==> config.mk <==
export PLATFORM = sky130hd
export DESIGN_NAME = json_string_unescaper
export DESIGN_NICKNAME = d
export VERILOG_FILES = /design/src/sv/jsu_pkg.sv /design/src/sv/jsu_decode.sv /design/src/sv/jsu_queue.sv /design/src/sv/json_string_unescaper.sv
export SDC_FILE = /design/constraint.sdc
export NUM_CORES = 1
export LEC_CHECK = 0
export BUFFER_PORTS_ARGS = -buffer_cell sky130_fd_sc_hd__buf_4
export CAP_MARGIN = 40
export CORE_UTILIZATION = 30
export DETAILED_ROUTE_END_ITERATION = 6
export PLACE_DENSITY = 0.52
export SKIP_CTS_REPAIR_TIMING = 1
export SKIP_LAST_GASP = 1
export SLEW_MARGIN = 0
export SYNTH_ARGS = -nofsm -noshare
export SYNTH_HDL_FRONTEND = slang
export SYNTH_HIERARCHICAL = 1
export SYNTH_SLANG_ARGS = --single-unit
==> constraint.sdc <==
create_clock -name clk_i -period 13.3 [get_ports clk_i]
set_clock_uncertainty 0.2 [all_clocks]
set_input_delay 1.33 -clock clk_i [delete_from_list [all_inputs] [get_ports clk_i]]
set_output_delay 1.33 -clock clk_i [all_outputs]
set_load 0.05 [all_outputs]
==> src/sv/jsu_pkg.sv <==
package jsu_pkg;

  localparam int unsigned GRP_MAX = 3;
  localparam int unsigned Q_DEPTH = 4;

  localparam logic [1:0] STATUS_DATA   = 2'd0;
  localparam logic [1:0] STATUS_CLOSED = 2'd1;
  localparam logic [1:0] STATUS_UNTERM = 2'd2;

  localparam logic [7:0] CH_QUOTE  = 8'h22;
  localparam logic [7:0] CH_BSLASH = 8'h5C;

  localparam logic [15:0] UTF_LIM1  = 16'h0080;
  localparam logic [15:0] UTF_LIM2  = 16'h0800;
  localparam logic [7:0]  UTF_LEAD2 = 8'hC0;
  localparam logic [7:0]  UTF_LEAD3 = 8'hE0;
  localparam logic [7:0]  UTF_CONT  = 8'h80;
  localparam logic [5:0]  UTF_MASK  = 6'h3F;

  typedef struct packed {
    logic [7:0] data;
    logic [1:0] status;
    logic       last;
  } res_t;

  typedef res_t [GRP_MAX-1:0] grp_t;

  // One decoded item: number of results and the results themselves.
  typedef struct packed {
    logic [1:0] n;
    grp_t       res;
  } push_t;

  // {is_hex, value}
  function automatic logic [4:0] hex_digit(input logic [7:0] c);
    logic [4:0] r;
    r = 5'd0;
    if (c >= 8'h30 && c <= 8'h39) begin
      r = {1'b1, 4'(c - 8'h30)};
    end else if (c >= 8'h61 && c <= 8'h66) begin
      r = {1'b1, 4'(c - 8'h57)};
    end else if (c >= 8'h41 && c <= 8'h46) begin
      r = {1'b1, 4'(c - 8'h37)};
    end
    return r;
  endfunction

endpackage

==> src/sv/jsu_decode.sv <==
module jsu_decode import jsu_pkg::*; (
  input  logic       clk_i,
  input  logic       rst_ni,
  input  logic       accept_i,
  input  logic [7:0] in_byte_i,
  input  logic       payload_end_i,
  output push_t      push_o
);

  localparam logic [2:0] MODE_NORMAL   = 3'd0;
  localparam logic [2:0] MODE_ESC      = 3'd1;
  localparam logic [2:0] MODE_HEX0     = 3'd2;
  localparam logic [2:0] MODE_HEX_LAST = 3'd5;

  logic [2:0]  mode_q, mode_d;
  logic [15:0] hv_q, hv_d;
  logic        still_q, still_d;

  logic [4:0]  hd;
  logic [15:0] hv_new;
  logic [7:0]  esc_byte;

  function automatic res_t mk(input logic [7:0] d, input logic [1:0] s, input logic l);
    res_t r;
    r.data   = d;
    r.status = s;
    r.last   = l;
    return r;
  endfunction

  assign hd = hex_digit(in_byte_i);

  always_comb begin
    unique case (in_byte_i)
      8'h6E:   esc_byte = 8'h0A;
      8'h74:   esc_byte = 8'h09;
      8'h72:   esc_byte = 8'h0D;
      8'h62:   esc_byte = 8'h08;
      8'h66:   esc_byte = 8'h0C;
      default: esc_byte = in_byte_i;
    endcase
  end

  always_comb begin
    mode_d  = mode_q;
    hv_d    = hv_q;
    still_d = still_q;
    hv_new  = hv_q;
    push_o  = '0;
    if (payload_end_i) begin
      if (mode_q == MODE_ESC) begin
        push_o.n      = 2'd2;
        push_o.res[0] = mk(CH_BSLASH, STATUS_DATA, 1'b0);
        push_o.res[1] = mk(8'h00, STATUS_UNTERM, 1'b1);
      end else begin
        push_o.n      = 2'd1;
        push_o.res[0] = mk(8'h00, STATUS_UNTERM, 1'b1);
      end
      mode_d  = MODE_NORMAL;
      hv_d    = '0;
      still_d = 1'b1;
    end else if (mode_q == MODE_NORMAL) begin
      if (in_byte_i == CH_QUOTE) begin
        push_o.n      = 2'd1;
        push_o.res[0] = mk(8'h00, STATUS_CLOSED, 1'b1);
        hv_d          = '0;
        still_d       = 1'b1;
      end else if (in_byte_i == CH_BSLASH) begin
        mode_d = MODE_ESC;
      end else begin
        push_o.n      = 2'd1;
        push_o.res[0] = mk(in_byte_i, STATUS_DATA, 1'b1);
      end
    end else if (mode_q == MODE_ESC) begin
      if (in_byte_i == 8'h75) begin
        mode_d  = MODE_HEX0;
        hv_d    = '0;
        still_d = 1'b1;
      end else begin
        mode_d        = MODE_NORMAL;
        push_o.n      = 2'd1;
        push_o.res[0] = mk(esc_byte, STATUS_DATA, 1'b1);
      end
    end else begin
      // Gather leading hex digits; the first non-hex byte stops the value.
      if (still_q && hd[4]) begin
        hv_new = {hv_q[11:0], hd[3:0]};
      end else begin
        still_d = 1'b0;
      end
      hv_d = hv_new;
      if (mode_q >= MODE_HEX_LAST) begin
        if (hv_new < UTF_LIM1) begin
          push_o.n      = 2'd1;
          push_o.res[0] = mk(hv_new[7:0], STATUS_DATA, 1'b1);
        end else if (hv_new < UTF_LIM2) begin
          push_o.n      = 2'd2;
          push_o.res[0] = mk(UTF_LEAD2 | {3'b000, hv_new[10:6]}, STATUS_DATA, 1'b0);
          push_o.res[1] = mk(UTF_CONT | {2'b00, hv_new[5:0] & UTF_MASK}, STATUS_DATA, 1'b1);
        end else begin
          push_o.n      = 2'd3;
          push_o.res[0] = mk(UTF_LEAD3 | {4'b0000, hv_new[15:12]}, STATUS_DATA, 1'b0);
          push_o.res[1] = mk(UTF_CONT | {2'b00, hv_new[11:6] & UTF_MASK}, STATUS_DATA, 1'b0);
          push_o.res[2] = mk(UTF_CONT | {2'b00, hv_new[5:0] & UTF_MASK}, STATUS_DATA, 1'b1);
        end
        mode_d  = MODE_NORMAL;
        hv_d    = '0;
        still_d = 1'b1;
      end else begin
        mode_d = mode_q + 3'd1;
      end
    end
  end

  always_ff @(posedge clk_i or negedge rst_ni) begin
    if (!rst_ni) begin
      mode_q  <= MODE_NORMAL;
      hv_q    <= '0;
      still_q <= 1'b1;
    end else if (accept_i) begin
      mode_q  <= mode_d;
      hv_q    <= hv_d;
      still_q <= still_d;
    end
  end

  property p_mode_range;
    @(posedge clk_i) disable iff (!rst_ni) mode_q <= MODE_HEX_LAST;
  endproperty
  a_mode_range: assert property (p_mode_range) else $error("escape mode out of range");

  property p_still_in_hex;
    @(posedge clk_i) disable iff (!rst_ni) (mode_q < MODE_HEX0) |-> still_q;
  endproperty
  a_still_in_hex: assert property (p_still_in_hex) else $error("digit flag stale outside \\u");

  property p_end_clears;
    @(posedge clk_i) disable iff (!rst_ni)
      (accept_i && payload_end_i) |=> (mode_q == MODE_NORMAL && hv_q == 16'h0000);
  endproperty
  a_end_clears: assert property (p_end_clears) else $error("state not cleared at payload end");

endmodule

==> src/sv/jsu_queue.sv <==
module jsu_queue import jsu_pkg::*; (
  input  logic       clk_i,
  input  logic       rst_ni,
  input  logic       push_i,
  input  push_t      push_data_i,
  output logic       room_o,
  output logic       out_valid_o,
  input  logic       out_ready_i,
  output res_t       head_o
);

  res_t [Q_DEPTH-1:0] ent_q, ent_d;
  res_t [Q_DEPTH-1:0] sh;
  logic [2:0]         cnt_q, cnt_d;
  logic [2:0]         base;
  logic [2:0]         off;
  logic               pop;

  assign out_valid_o = (cnt_q != 3'd0);
  assign pop         = out_valid_o && out_ready_i;
  assign head_o      = ent_q[0];
  assign base        = cnt_q - {2'b00, pop};
  // Room for a full group of three once the head leaves.
  assign room_o      = (base <= 3'(Q_DEPTH - GRP_MAX));

  always_comb begin
    ent_d = ent_q;
    for (int i = 0; i < Q_DEPTH; i++) begin
      sh[i] = ent_q[i];
      if (pop && i < Q_DEPTH - 1) begin
        sh[i] = ent_q[i + 1];
      end
    end
    for (int i = 0; i < Q_DEPTH; i++) begin
      off      = 3'(i) - base;
      ent_d[i] = sh[i];
      if (push_i && 3'(i) >= base && off < {1'b0, push_data_i.n}) begin
        unique case (off[1:0])
          2'd0:    ent_d[i] = push_data_i.res[0];
          2'd1:    ent_d[i] = push_data_i.res[1];
          2'd2:    ent_d[i] = push_data_i.res[2];
          default: ent_d[i] = sh[i];
        endcase
      end
    end
    cnt_d = base + (push_i ? {1'b0, push_data_i.n} : 3'd0);
  end

  always_ff @(posedge clk_i or negedge rst_ni) begin
    if (!rst_ni) begin
      cnt_q <= '0;
    end else begin
      cnt_q <= cnt_d;
    end
  end

  always_ff @(posedge clk_i) begin
    ent_q <= ent_d;
  end

  property p_cnt_bound;
    @(posedge clk_i) disable iff (!rst_ni) cnt_q <= 3'(Q_DEPTH);
  endproperty
  a_cnt_bound: assert property (p_cnt_bound) else $error("result queue overfilled");

  property p_status_last;
    @(posedge clk_i) disable iff (!rst_ni)
      (out_valid_o && head_o.status != STATUS_DATA) |-> head_o.last;
  endproperty
  a_status_last: assert property (p_status_last) else $error("status result not marked last");

  property p_idle_empty;
    @(posedge clk_i) disable iff (!rst_ni)
      (!out_valid_o && !push_i) |=> !out_valid_o;
  endproperty
  a_idle_empty: assert property (p_idle_empty) else $error("result appeared without an item");

endmodule

==> src/sv/json_string_unescaper.sv <==
// An item's first result shows in the cycle after it is accepted, if no earlier result waits.
// Throughput: one item per cycle; results leave the four-entry queue one a cycle while out_ready_i
// is high, and the input stalls while fewer than three entries would be free, so a \u escape giving
// three UTF-8 bytes stalls the input even with the output always ready; two bytes cause no stall.
// A backslash, the u after it and the first three \u digits give no result.
// Reset (rst_ni low, asynchronous): escape state returns to normal and the queue empties.
module json_string_unescaper import jsu_pkg::*; (
  input  logic       clk_i,
  input  logic       rst_ni,
  input  logic       in_valid_i,
  output logic       in_ready_o,
  input  logic [7:0] in_byte_i,
  input  logic       payload_end_i,
  output logic       out_valid_o,
  input  logic       out_ready_i,
  output logic [7:0] out_byte_o,
  output logic [1:0] status_o,
  output logic       last_o
);

  logic  accept;
  push_t push;
  res_t  head;

  assign accept = in_valid_i && in_ready_o;

  jsu_decode u_decode (
    .clk_i         (clk_i),
    .rst_ni        (rst_ni),
    .accept_i      (accept),
    .in_byte_i     (in_byte_i),
    .payload_end_i (payload_end_i),
    .push_o        (push)
  );

  jsu_queue u_queue (
    .clk_i       (clk_i),
    .rst_ni      (rst_ni),
    .push_i      (accept),
    .push_data_i (push),
    .room_o      (in_ready_o),
    .out_valid_o (out_valid_o),
    .out_ready_i (out_ready_i),
    .head_o      (head)
  );

  assign out_byte_o = head.data;
  assign status_o   = head.status;
  assign last_o     = head.last;

endmodule
# == Word-level counts from Yosys, hierarchy flattened ==
# Cells that the tools add are included.
# classes
n_eq_ne,22
magnitude_cmp,18
n_reduce_logical,25
n_mux,69
n_addsub,10
# ops
operator,n
$mux W22,9
$mux W16,10
$mux W11,14
$pmux W11 S3,4
$eq A8 B7 Y1 const B,7
$pmux W8 S5,1
$mux W35,1
$mux W3,7
$mux W20,1
$ge A8 B7 Y1 const B,2
$le A8 B7 Y1 const B,2
$lt A16 B12 Y1 const B,1
$lt A16 B8 Y1 const B,1
$mux W2,8
$mux W5,3
$logic_and A1 B1 Y1,14
$lt A3 B2 Y1,4
$mux W1,10
$mux W10,1
$ne A3 B3 Y1 const B,3
$eq A2 B1 Y1 const B,4
$eq A2 B2 Y1 const B,4
$eq A8 B6 Y1 const B,1
$ge A8 B6 Y1 const B,1
other kinds (21),31
# word_totals
elab_cells,160
inputBits,13
ff_bits,67
output_inout_bits,13

# == Longest topological paths before layout ==
# Gate-level depths: netlist (run 1).
# depth
depth_word,25
mapped_depth,17
depth_no_buf,14

# == Modules after synthesis ==
# The synthesis (run 1) kept the hierarchy.
# by_module_without_submodules
mod,n_inst,cells_each,area_per_inst_um2
jsu_queue,1,317,3025.4
jsu_decode,1,278,2198.4
json_string_unescaper,1,1,6.3

# == Least setup slack after synthesis (run 1) ==
# OpenSTA, ideal clock, no wires.
# synth_path
path_kind,input -> register
startpoint,input out_ready_i
endpoint,register u_queue/ent_q[33] in the netlist's numbering (enable)
n_path_buf,4
stages,12
setup_slack_ns,7.998
t_arrival_ns,4.709
required_ns,12.707
cell_sequence,nand2_2 buf_6 inv_1 ha_1 ha_1 buf_2 buf_1 clkbuf_1 and2_1 and2_1 nand2_2 nor3_1
# synth_via
elab_chain_cells,7
# synth_rtl
element,line_no,rtl
"start, declared",json_string_unescaper.sv:15,"input logic out_ready_i,"
$logic_and A1 B1 Y1,jsu_queue.sv:20,assign pop = out_valid_o && out_ready_i;
$sub A3 B1 Y3,jsu_queue.sv:22,"assign base = cnt_q - {2'b00, pop};"
$le A3 B1 Y1,jsu_queue.sv:24,assign room_o = (base <= 3'(Q_DEPTH - GRP_MAX));
named net in_ready_o,json_string_unescaper.sv:11,"output logic in_ready_o,"
$logic_and A1 B1 Y1,json_string_unescaper.sv:25,assign accept = in_valid_i && in_ready_o;
named net accept,json_string_unescaper.sv:21,logic accept;
$logic_and A1 B1 Y1 (2 in a row),jsu_queue.sv:37,"if (push_i && 3'(i) >= base && off < {1'b0, push_data_i.n}) begin"
$reduce_and A2 Y1 (no line),n/a,
"end signal, assigned",jsu_queue.sv:58,ent_q <= ent_d;
"end, declared",jsu_queue.sv:12,"res_t [Q_DEPTH-1:0] ent_q, ent_d;"
# The timed path passes the listed nets, and every way through them passes these cells.
# A chain may end at the register's enable or synchronous reset.

# == Worst setup path after layout (run 1) ==
# layout_path
startpoint,input out_ready_i
endpoint,output in_ready_o
# layout_via
elab_chain_cells,3
# layout_rtl
element,line_no
$logic_and A1 B1 Y1,jsu_queue.sv:20
$sub A3 B1 Y3,jsu_queue.sv:22
$le A3 B1 Y1,jsu_queue.sv:24
"end, declared",json_string_unescaper.sv:11
# No other way between the ends.

==> results of run 1 <==
[routing by layer]
| layer | up-vias | part of all wire | global-route usage |
|---|---|---|---|
| li1 | 2148 | - | - |
| met1 | 2080 | 0.47 | 0.2105 |
| met2 | 142 | 0.46 | 0.2481 |
| met3 | 29 | 0.053 | 0.03930 |
| met4 | 0 | 0.024 | 0.05868 |
| met5 | - | 0 | 0 |
[power by group through the flow]
| stage | clock, mW | sequential, mW | combinational [mW] |
|---|---|---|---|
| 2_1_floorplan | 0 | 0.321 | 0.615 |
| 3_3_place_gp | 0 | 0.332 | 0.717 |
| 3_5_place_dp | 0 | 0.334 | 0.738 |
| 4_1_cts | 0.255 | 0.331 | 0.740 |
| 5_1_grt | 0.264 | 0.339 | 0.822 |
| 6_report | 0.248 | 0.329 | 0.740 |
[worst paths after layout]
path,from,end,slack [ns],cells after the start
min reg2reg,u_decode/still_q,u_decode/still_q,0.32,2
min in group asynchronous,rst_ni,u_decode/hv_q[0],0.68,1
max reg2reg,u_queue/cnt_q[2],u_queue/head_o[5],8.80,12
max,out_ready_i,in_ready_o,8.32,8
min,u_decode/still_q,u_decode/still_q,0.32,2
max in group asynchronous,rst_ni,u_decode/still_q,11.92,1
[cell usage after synthesis (3+ instances only)]
cell       count
nand3b_1       3
a31oi_1       13
inv_1         20
dfrtp_1       22
mux2i_1       75
a2bb2oi_1      3
buf_1          4
o21ai_0       43
o22ai_1        4
buf_6          8
nor3_1         9
nor2_1        45
dfxtp_1       33
ha_1          14
a21oi_1       27
o31ai_1       11
o21bai_1       3
or4_1          3
mux2_2        23
buf_2         11
and2_1         6
edfxtp_1      11
nand2b_1      19
clkbuf_1      13
a22o_1        12
buf_4         17
nor2b_1        6
nand2_1       64
a21boi_0       3
a211oi_1       3
nor4_1         4
nor3_2         3
nand3_1        5
[worst max-delay path: cells and delay by family]
family                   cells  cell delay (ns)
adder cells (fa/ha/maj)      2             0.52
buffers and inverters        4             0.92
AND/OR/NAND/NOR              2             0.66
[metrics by stage]
| stage | util | power [mW] | worst slack [ns] |
|---|---|---|---|
| global route | 0.3444 | 1.426 | 8.147 |
| finish | 0.3444 | 1.317 | 8.324 |
| CTS | 0.3444 | 1.326 | 8.278 |
| detailed placement | 0.3261 | 1.073 | 8.057 |
| floorplan | - | 0.9356 | 7.998 |
| global placement | 0.3226 | 1.049 | 7.448 |
[placed cells by master (no fill, tap or decap), types with 19 or more instances in the layout]
cell,instances
o21ai_0,43
mux2i_1,75
mux2_2,23
dfxtp_1,33
nand2b_1,19
inv_1,20
nor2_1,45
a21oi_1,27
buf_4,32
nand2_1,64
dfrtp_1,22
[logic make-up (layout without fill, tap and decap cells)]
group           after synthesis  in the layout  synth area share
flops                        67             67            0.2998
compound gates              145            145            0.1880
simple gates                190            190            0.1876
mux                          99             99            0.1974
buf+inv                      74             73           0.07942
other cells                   1              5         0.0007170
xor+xnor                      5              5          0.009811
fa+ha+maj                    15             15           0.03732
[sequential cells by signal, indices dropped and copies added (netlist names)]
signal	flops
u_queue/cnt_q	3
u_queue/head_o	11
u_decode/mode_q	3
u_decode/hv_q	16
u_queue/ent_q	33
u_decode/still_q	1
[cell type report]
class | count | area, um^2
Timing Repair Buffer | 36 | 299.0
Fill cell | 1729 | 11030
Inverter | 21 | 78.83
Clock inverter | 3 | 46.29
Sequential cell | 67 | 1568
Clock buffer | 13 | 260.3
Multi-Input combinational cell | 459 | 3264
Tap cell | 220 | 275.3
==> flow_metrics.env, run 1 <==
export IMPL_cts_buffer_depth=2
export IMPL_ys_ff_latch=67
export IMPL_stdcell_area_um2=5792
export IMPL_cts_buffers=9
export IMPL_cp_end_kind="output port"
export IMPL_synth_area_um2=5230
export IMPL_placed_cell_area_um2=5485
export IMPL_setup_tns_ns=0
export IMPL_drv_cap=0
export IMPL_ant_nets=0
export IMPL_core_um2=16820
export IMPL_seq_power_share=0.250
export IMPL_cp_data_required_time_ns=11.77
export IMPL_final_layout_size_suffix_gt1_frac=0.1586
export IMPL_crit_arrival_ns=3.45
export IMPL_ys_seq_area_frac=0.2998
export IMPL_avgRoutedWirePerCell_um=16.40
export IMPL_hpwl_um=9766
export IMPL_ir_drop_uv=101.4
export IMPL_clk_pin_slew_ns=0.06
export IMPL_die_w_um=134.0
export IMPL_place_congestion=0.9258
export IMPL_drc_errors=0
export IMPL_syn_area_per_cell_um2=8.775
export IMPL_syn_to_final_growth_pct=10.74
export IMPL_wl_um=13430
export IMPL_startpoint_type="input port"
export IMPL_die_area_um2=17970
export IMPL_die_h_um=134.0
export IMPL_p_comb_frac=0.562
export IMPL_p_switching_uw=597.1
export IMPL_root_buffer="clkbuf_16"
export IMPL_yosys_top_cells_area="mux2i_1, dfxtp_1, dfrtp_1"
export IMPL_power_density_nw_per_um2=227.4
export IMPL_final_cells=819
export IMPL_p_leak_nw=2.298
export IMPL_critPathKind="in2out"
export IMPL_slew_viol_final=0
export IMPL_grt_pass1_vias=4226
export IMPL_fin_crit_sh=0.3742
export IMPL_vias=4399
export IMPL_grt_pass1_wl_um=22200
export IMPL_grt_use_total=0.1586
export IMPL_grt_max_degree=73
export IMPL_via_per_inst=5.371
export IMPL_cts_htree_levels=3
export IMPL_whs_ns=0.3213
export IMPL_p_int_uw=719.9
export IMPL_status="finished clean"
export IMPL_rsz0062_at_grt="false"
export IMPL_max_freq_ghz=0.2010
export IMPL_dr_pass1_iters=5
export IMPL_synth_warnings=6
export IMPL_io_buffer_count=25
export IMPL_clkLatencyLatePin_ns=0.34
export IMPL_finalSetupViolations=0
export IMPL_diodes=0
export IMPL_layout_nets=622
export IMPL_overflow=0
export IMPL_crit_chain="buf_4, nand2_2, inv_1, ha_1, ha_2, buf_4, and2_1, buf_4"
export IMPL_dp_cells=803
export IMPL_fin_crit_ns=4.976
export IMPL_io_pins=26
export IMPL_clkSinkCount=67
export IMPL_ys_flop_type="dfxtp_1"
export IMPL_clkPwrFrac=0.188
export IMPL_yosysTopAreaCell="mux2i_1"
export IMPL_switching_share=0.4534
export IMPL_relSlewSlack=0.4030
export IMPL_hold_class="reg2reg"
export IMPL_finalHoldViolations=0
export IMPL_max_slew_worst_pin_slew_ns=0.8895
export IMPL_synth_edf_count=11
export IMPL_drt_iter0_drc=308
export IMPL_synth_cells=596
export IMPL_yosysTopAreaCellShare=0.1435
export IMPL_rows=47
export IMPL_critPathMaxStageDelay_ns=0.51
export IMPL_antenna_found_initial=0
export IMPL_crit_top_cell="buf_4"
export IMPL_postSynth_asyncResetShare=0.3433
export IMPL_start_util=0.3110
export IMPL_cts_tree="built"
export IMPL_crit_path_top_delay_cell="buf_4"
export IMPL_path_max_fanout=72
export IMPL_yosys_cell_types_count=78
No activity file was read; power rests on OpenSTA's default activity.
==> run 2: changes to the inputs <==
- ABC_AREA: default -> 1
- clock period: 13.3 -> 4.8 ns (I/O delays scaled with it)
==> run 2 against run 1 <==
Net effect: synthesized cell count grew 45%; setup slack got worse by 7.6 ns; utilization decreased by 0.52 points; global-route usage up 3.0 points; clock power rose by 150%; sequential cell count unchanged; critical path depth is 13 higher; non-clock buffer count is 3 higher; largest cell class unchanged; highest routed layer unchanged.
==> flow_metrics.env, run 2 <==
export IMPL_status="finished clean"
export IMPL_core_um2=17300
export IMPL_power_density_nw_per_um2=707.9
export IMPL_grt_pass1_wl_um=26480
export IMPL_drt_iter0_drc=413
export IMPL_io_pins=26
export IMPL_fin_crit_sh=0.8506
export IMPL_whs_ns=0.3240
export IMPL_setup_tns_ns=0
export IMPL_fillers=1975
export IMPL_postSynth_asyncResetShare=0.3433
export IMPL_ant_nets=0
export IMPL_power_mw=4.152
export IMPL_final_common_cell="nand2_1"
export IMPL_drv_cap=0
export IMPL_max_slew_worst_pin_slew_ns=0.6055
export IMPL_die_w_um=135.2
export IMPL_clkLatencyLatePin_ns=0.34
export IMPL_cts_tree="built"
export IMPL_ir_drop_uv=276.3
export IMPL_vias=5336
export IMPL_hpwl_um=12340
export IMPL_io_buffer_count=25
export IMPL_layout_nets=894
export IMPL_use_met1=0.2599
export IMPL_root_buffer="clkbuf_16"
export IMPL_ys_flop_type="dfxtp_1"
export IMPL_syn_area_per_cell_um2=6.178
export IMPL_finalHoldViolations=0
export IMPL_pre_cts_ws_ns=0.4015
export IMPL_die_area_um2=18290
export IMPL_synth_common_cells="nand2_1, nand3_1, inv_1, nor2_1, dfxtp_1"
export IMPL_yosysMostFrequentCell="nand2_1"
export IMPL_crit_arrival_ns=4.11
export IMPL_cts_buffers=9
export IMPL_synth_warnings=6
export IMPL_die_h_um=135.2
export IMPL_yosys_cell_types_count=44
export IMPL_dr_pass1_iters=5
export IMPL_r2r_start="u_queue/cnt_q[2]"
export IMPL_yosys_top_cells_area="nand2_1, dfxtp_1, dfrtp_1"
export IMPL_max_freq_ghz=0.2449
export IMPL_r2r_cells=17
export IMPL_yosysTopAreaCell="nand2_1"
export IMPL_overflow=0
export IMPL_cp_end_kind="flop"
export IMPL_setup_slack_ns=0.7171
export IMPL_grt_max_degree=36
export IMPL_slew_viol_final=0
export IMPL_finalSetupViolations=0
export IMPL_use_met2=0.2977
export IMPL_final_layout_size_suffix_gt1_frac=0.1102
export IMPL_clkSinkCount=67
export IMPL_whs_path_depth=1
export IMPL_endpoint="u_queue/ent_q[15]"
export IMPL_hold_class="reg2reg"
export IMPL_largest_reg_flops=33
export IMPL_ys_seq_area_frac=0.2944
export IMPL_grt_use_total=0.1886
export IMPL_rrSetupSlack_ns=0.83
export IMPL_startpoint="in_byte_i[0]"
export IMPL_worstReg2RegEnd="u_queue/ent_q[26]"
export IMPL_syn_to_final_growth_pct=10.15
export IMPL_via_per_inst=4.869
export IMPL_synth_area_um2=5325
export IMPL_path_max_fanout=27
export IMPL_synth_edf_count=11
export IMPL_place_congestion=0.8520
export IMPL_top_register="u_queue/ent_q"
export IMPL_cp_data_required_time_ns=4.83
export IMPL_cts_htree_levels=3
export IMPL_ff_latch_area_um2=1568
export IMPL_wl_um=16470
export IMPL_ys_ff_latch=67
export IMPL_grt_pass1_vias=4925
export IMPL_drc_errors=0
export IMPL_top_usage_layer="met2"
export IMPL_startpoint_type="input port"
export IMPL_synth_cells=862
export IMPL_antenna_found_initial=0
export IMPL_start_util=0.3079
export IMPL_avgRoutedWirePerCell_um=15.03
export IMPL_rows=48
export IMPL_clk_pin_slew_ns=0.06
export IMPL_fin_crit_ns=4.083
export IMPL_relSlewSlack=0.5926
export IMPL_cts_buffer_depth=2
export IMPL_critPathKind="in2reg"
export IMPL_layout_common_cells="nand2_1, nand3_1, inv_1, nor2_1, buf_4"
export IMPL_p_leak_nw=2.873
export IMPL_use_met3=0.03180
export IMPL_yosysTopAreaCellShare=0.2432
export IMPL_rsz0062_at_grt="false"
export IMPL_diodes=0
export IMPL_multi_input_area_um2=3144
[run 2: cell count changes after synthesis, sizes merged, moves of 23 or more]
cell,delta
nand2,+298
nand3,+88
mux2i,-75
inv,+61
nor2,+40
mux2,-23
[run 2: worst max-delay path: stages]
cell	delay (ns)
buf_4	0.13
inv_1	0.19
ha_1	0.22
inv_1	0.04
nand2_1	0.05
nand2_1	0.04
nand2_1	0.06
nand2_2	0.10
nand2_4	0.19
nand2_4	0.24
o21ai_1	0.47
nor2_2	0.13
nand3_2	0.15
nand2_1	0.15
nand2_1	0.16
inv_1	0.11
ha_1	0.32
nand2_1	0.10
nand4_1	0.44
nor2_1	0.27
nor2_1	0.07
[run 2: metal layers]
layer / wire length [um] / vias to the layer above
met5: 0 / -
met4: 307 / 0
met3: 603 / 20
met2: 7539 / 112
met1: 8024 / 2459
li1: - / 2745
[run 2: worst min-delay path by stage]
| stage | start | to |
|---|---|---|
| after floorplan | rst_ni | u_decode/hv_q[0] |
| final | u_decode/mode_q[2] | u_decode/mode_q[2] |
| after global placement | rst_ni | u_decode/hv_q[12] |
| after global routing | u_decode/mode_q[2] | u_decode/mode_q[2] |
| after CTS | rst_ni | u_decode/hv_q[10] |
| after detailed placement | rst_ni | u_decode/hv_q[10] |
[run 2: logic make-up after synthesis]
group,Yosys count,share of synthesized area
AND/OR/NAND/NOR,557,0.4462
buffers and inverters,133,0.1180
AO/OA/AOI/OAI,87,0.1008
flip-flops,67,0.2944
adder cells (fa/ha/maj),15,0.03665
XOR/XNOR,2,0.003290
other,1,0.0007042
[run 2: final cells by class]
| type | count | area share |
|---|---|---|
| clock buffer | 12 | 0.04032 |
| clock inverter | 4 | 0.004906 |
| inverter | 83 | 0.05311 |
| multi-input combinational | 666 | 0.5360 |
| sequential | 67 | 0.2673 |
| tap | 225 | 0.04799 |
| timing repair buffer | 39 | 0.05034 |
[run 2: through the flow]
step | util | instances | cell area, um^2
after floorplan | - | 866 | 5340
final | 0.3391 | 1096 | 5866
after global routing | 0.3391 | 1096 | 5866
after detailed placement | 0.3232 | 1079 | 5590
after CTS | 0.3385 | 1095 | 5856
after global placement | 0.3232 | 1079 | 5590
[run 2: report_power, final]
part           switching [mW]  internal, mW  total (mW)
Clock                   0.268         0.351       0.619
Combinational            1.83         0.742        2.57
Sequential              0.141         0.824       0.965
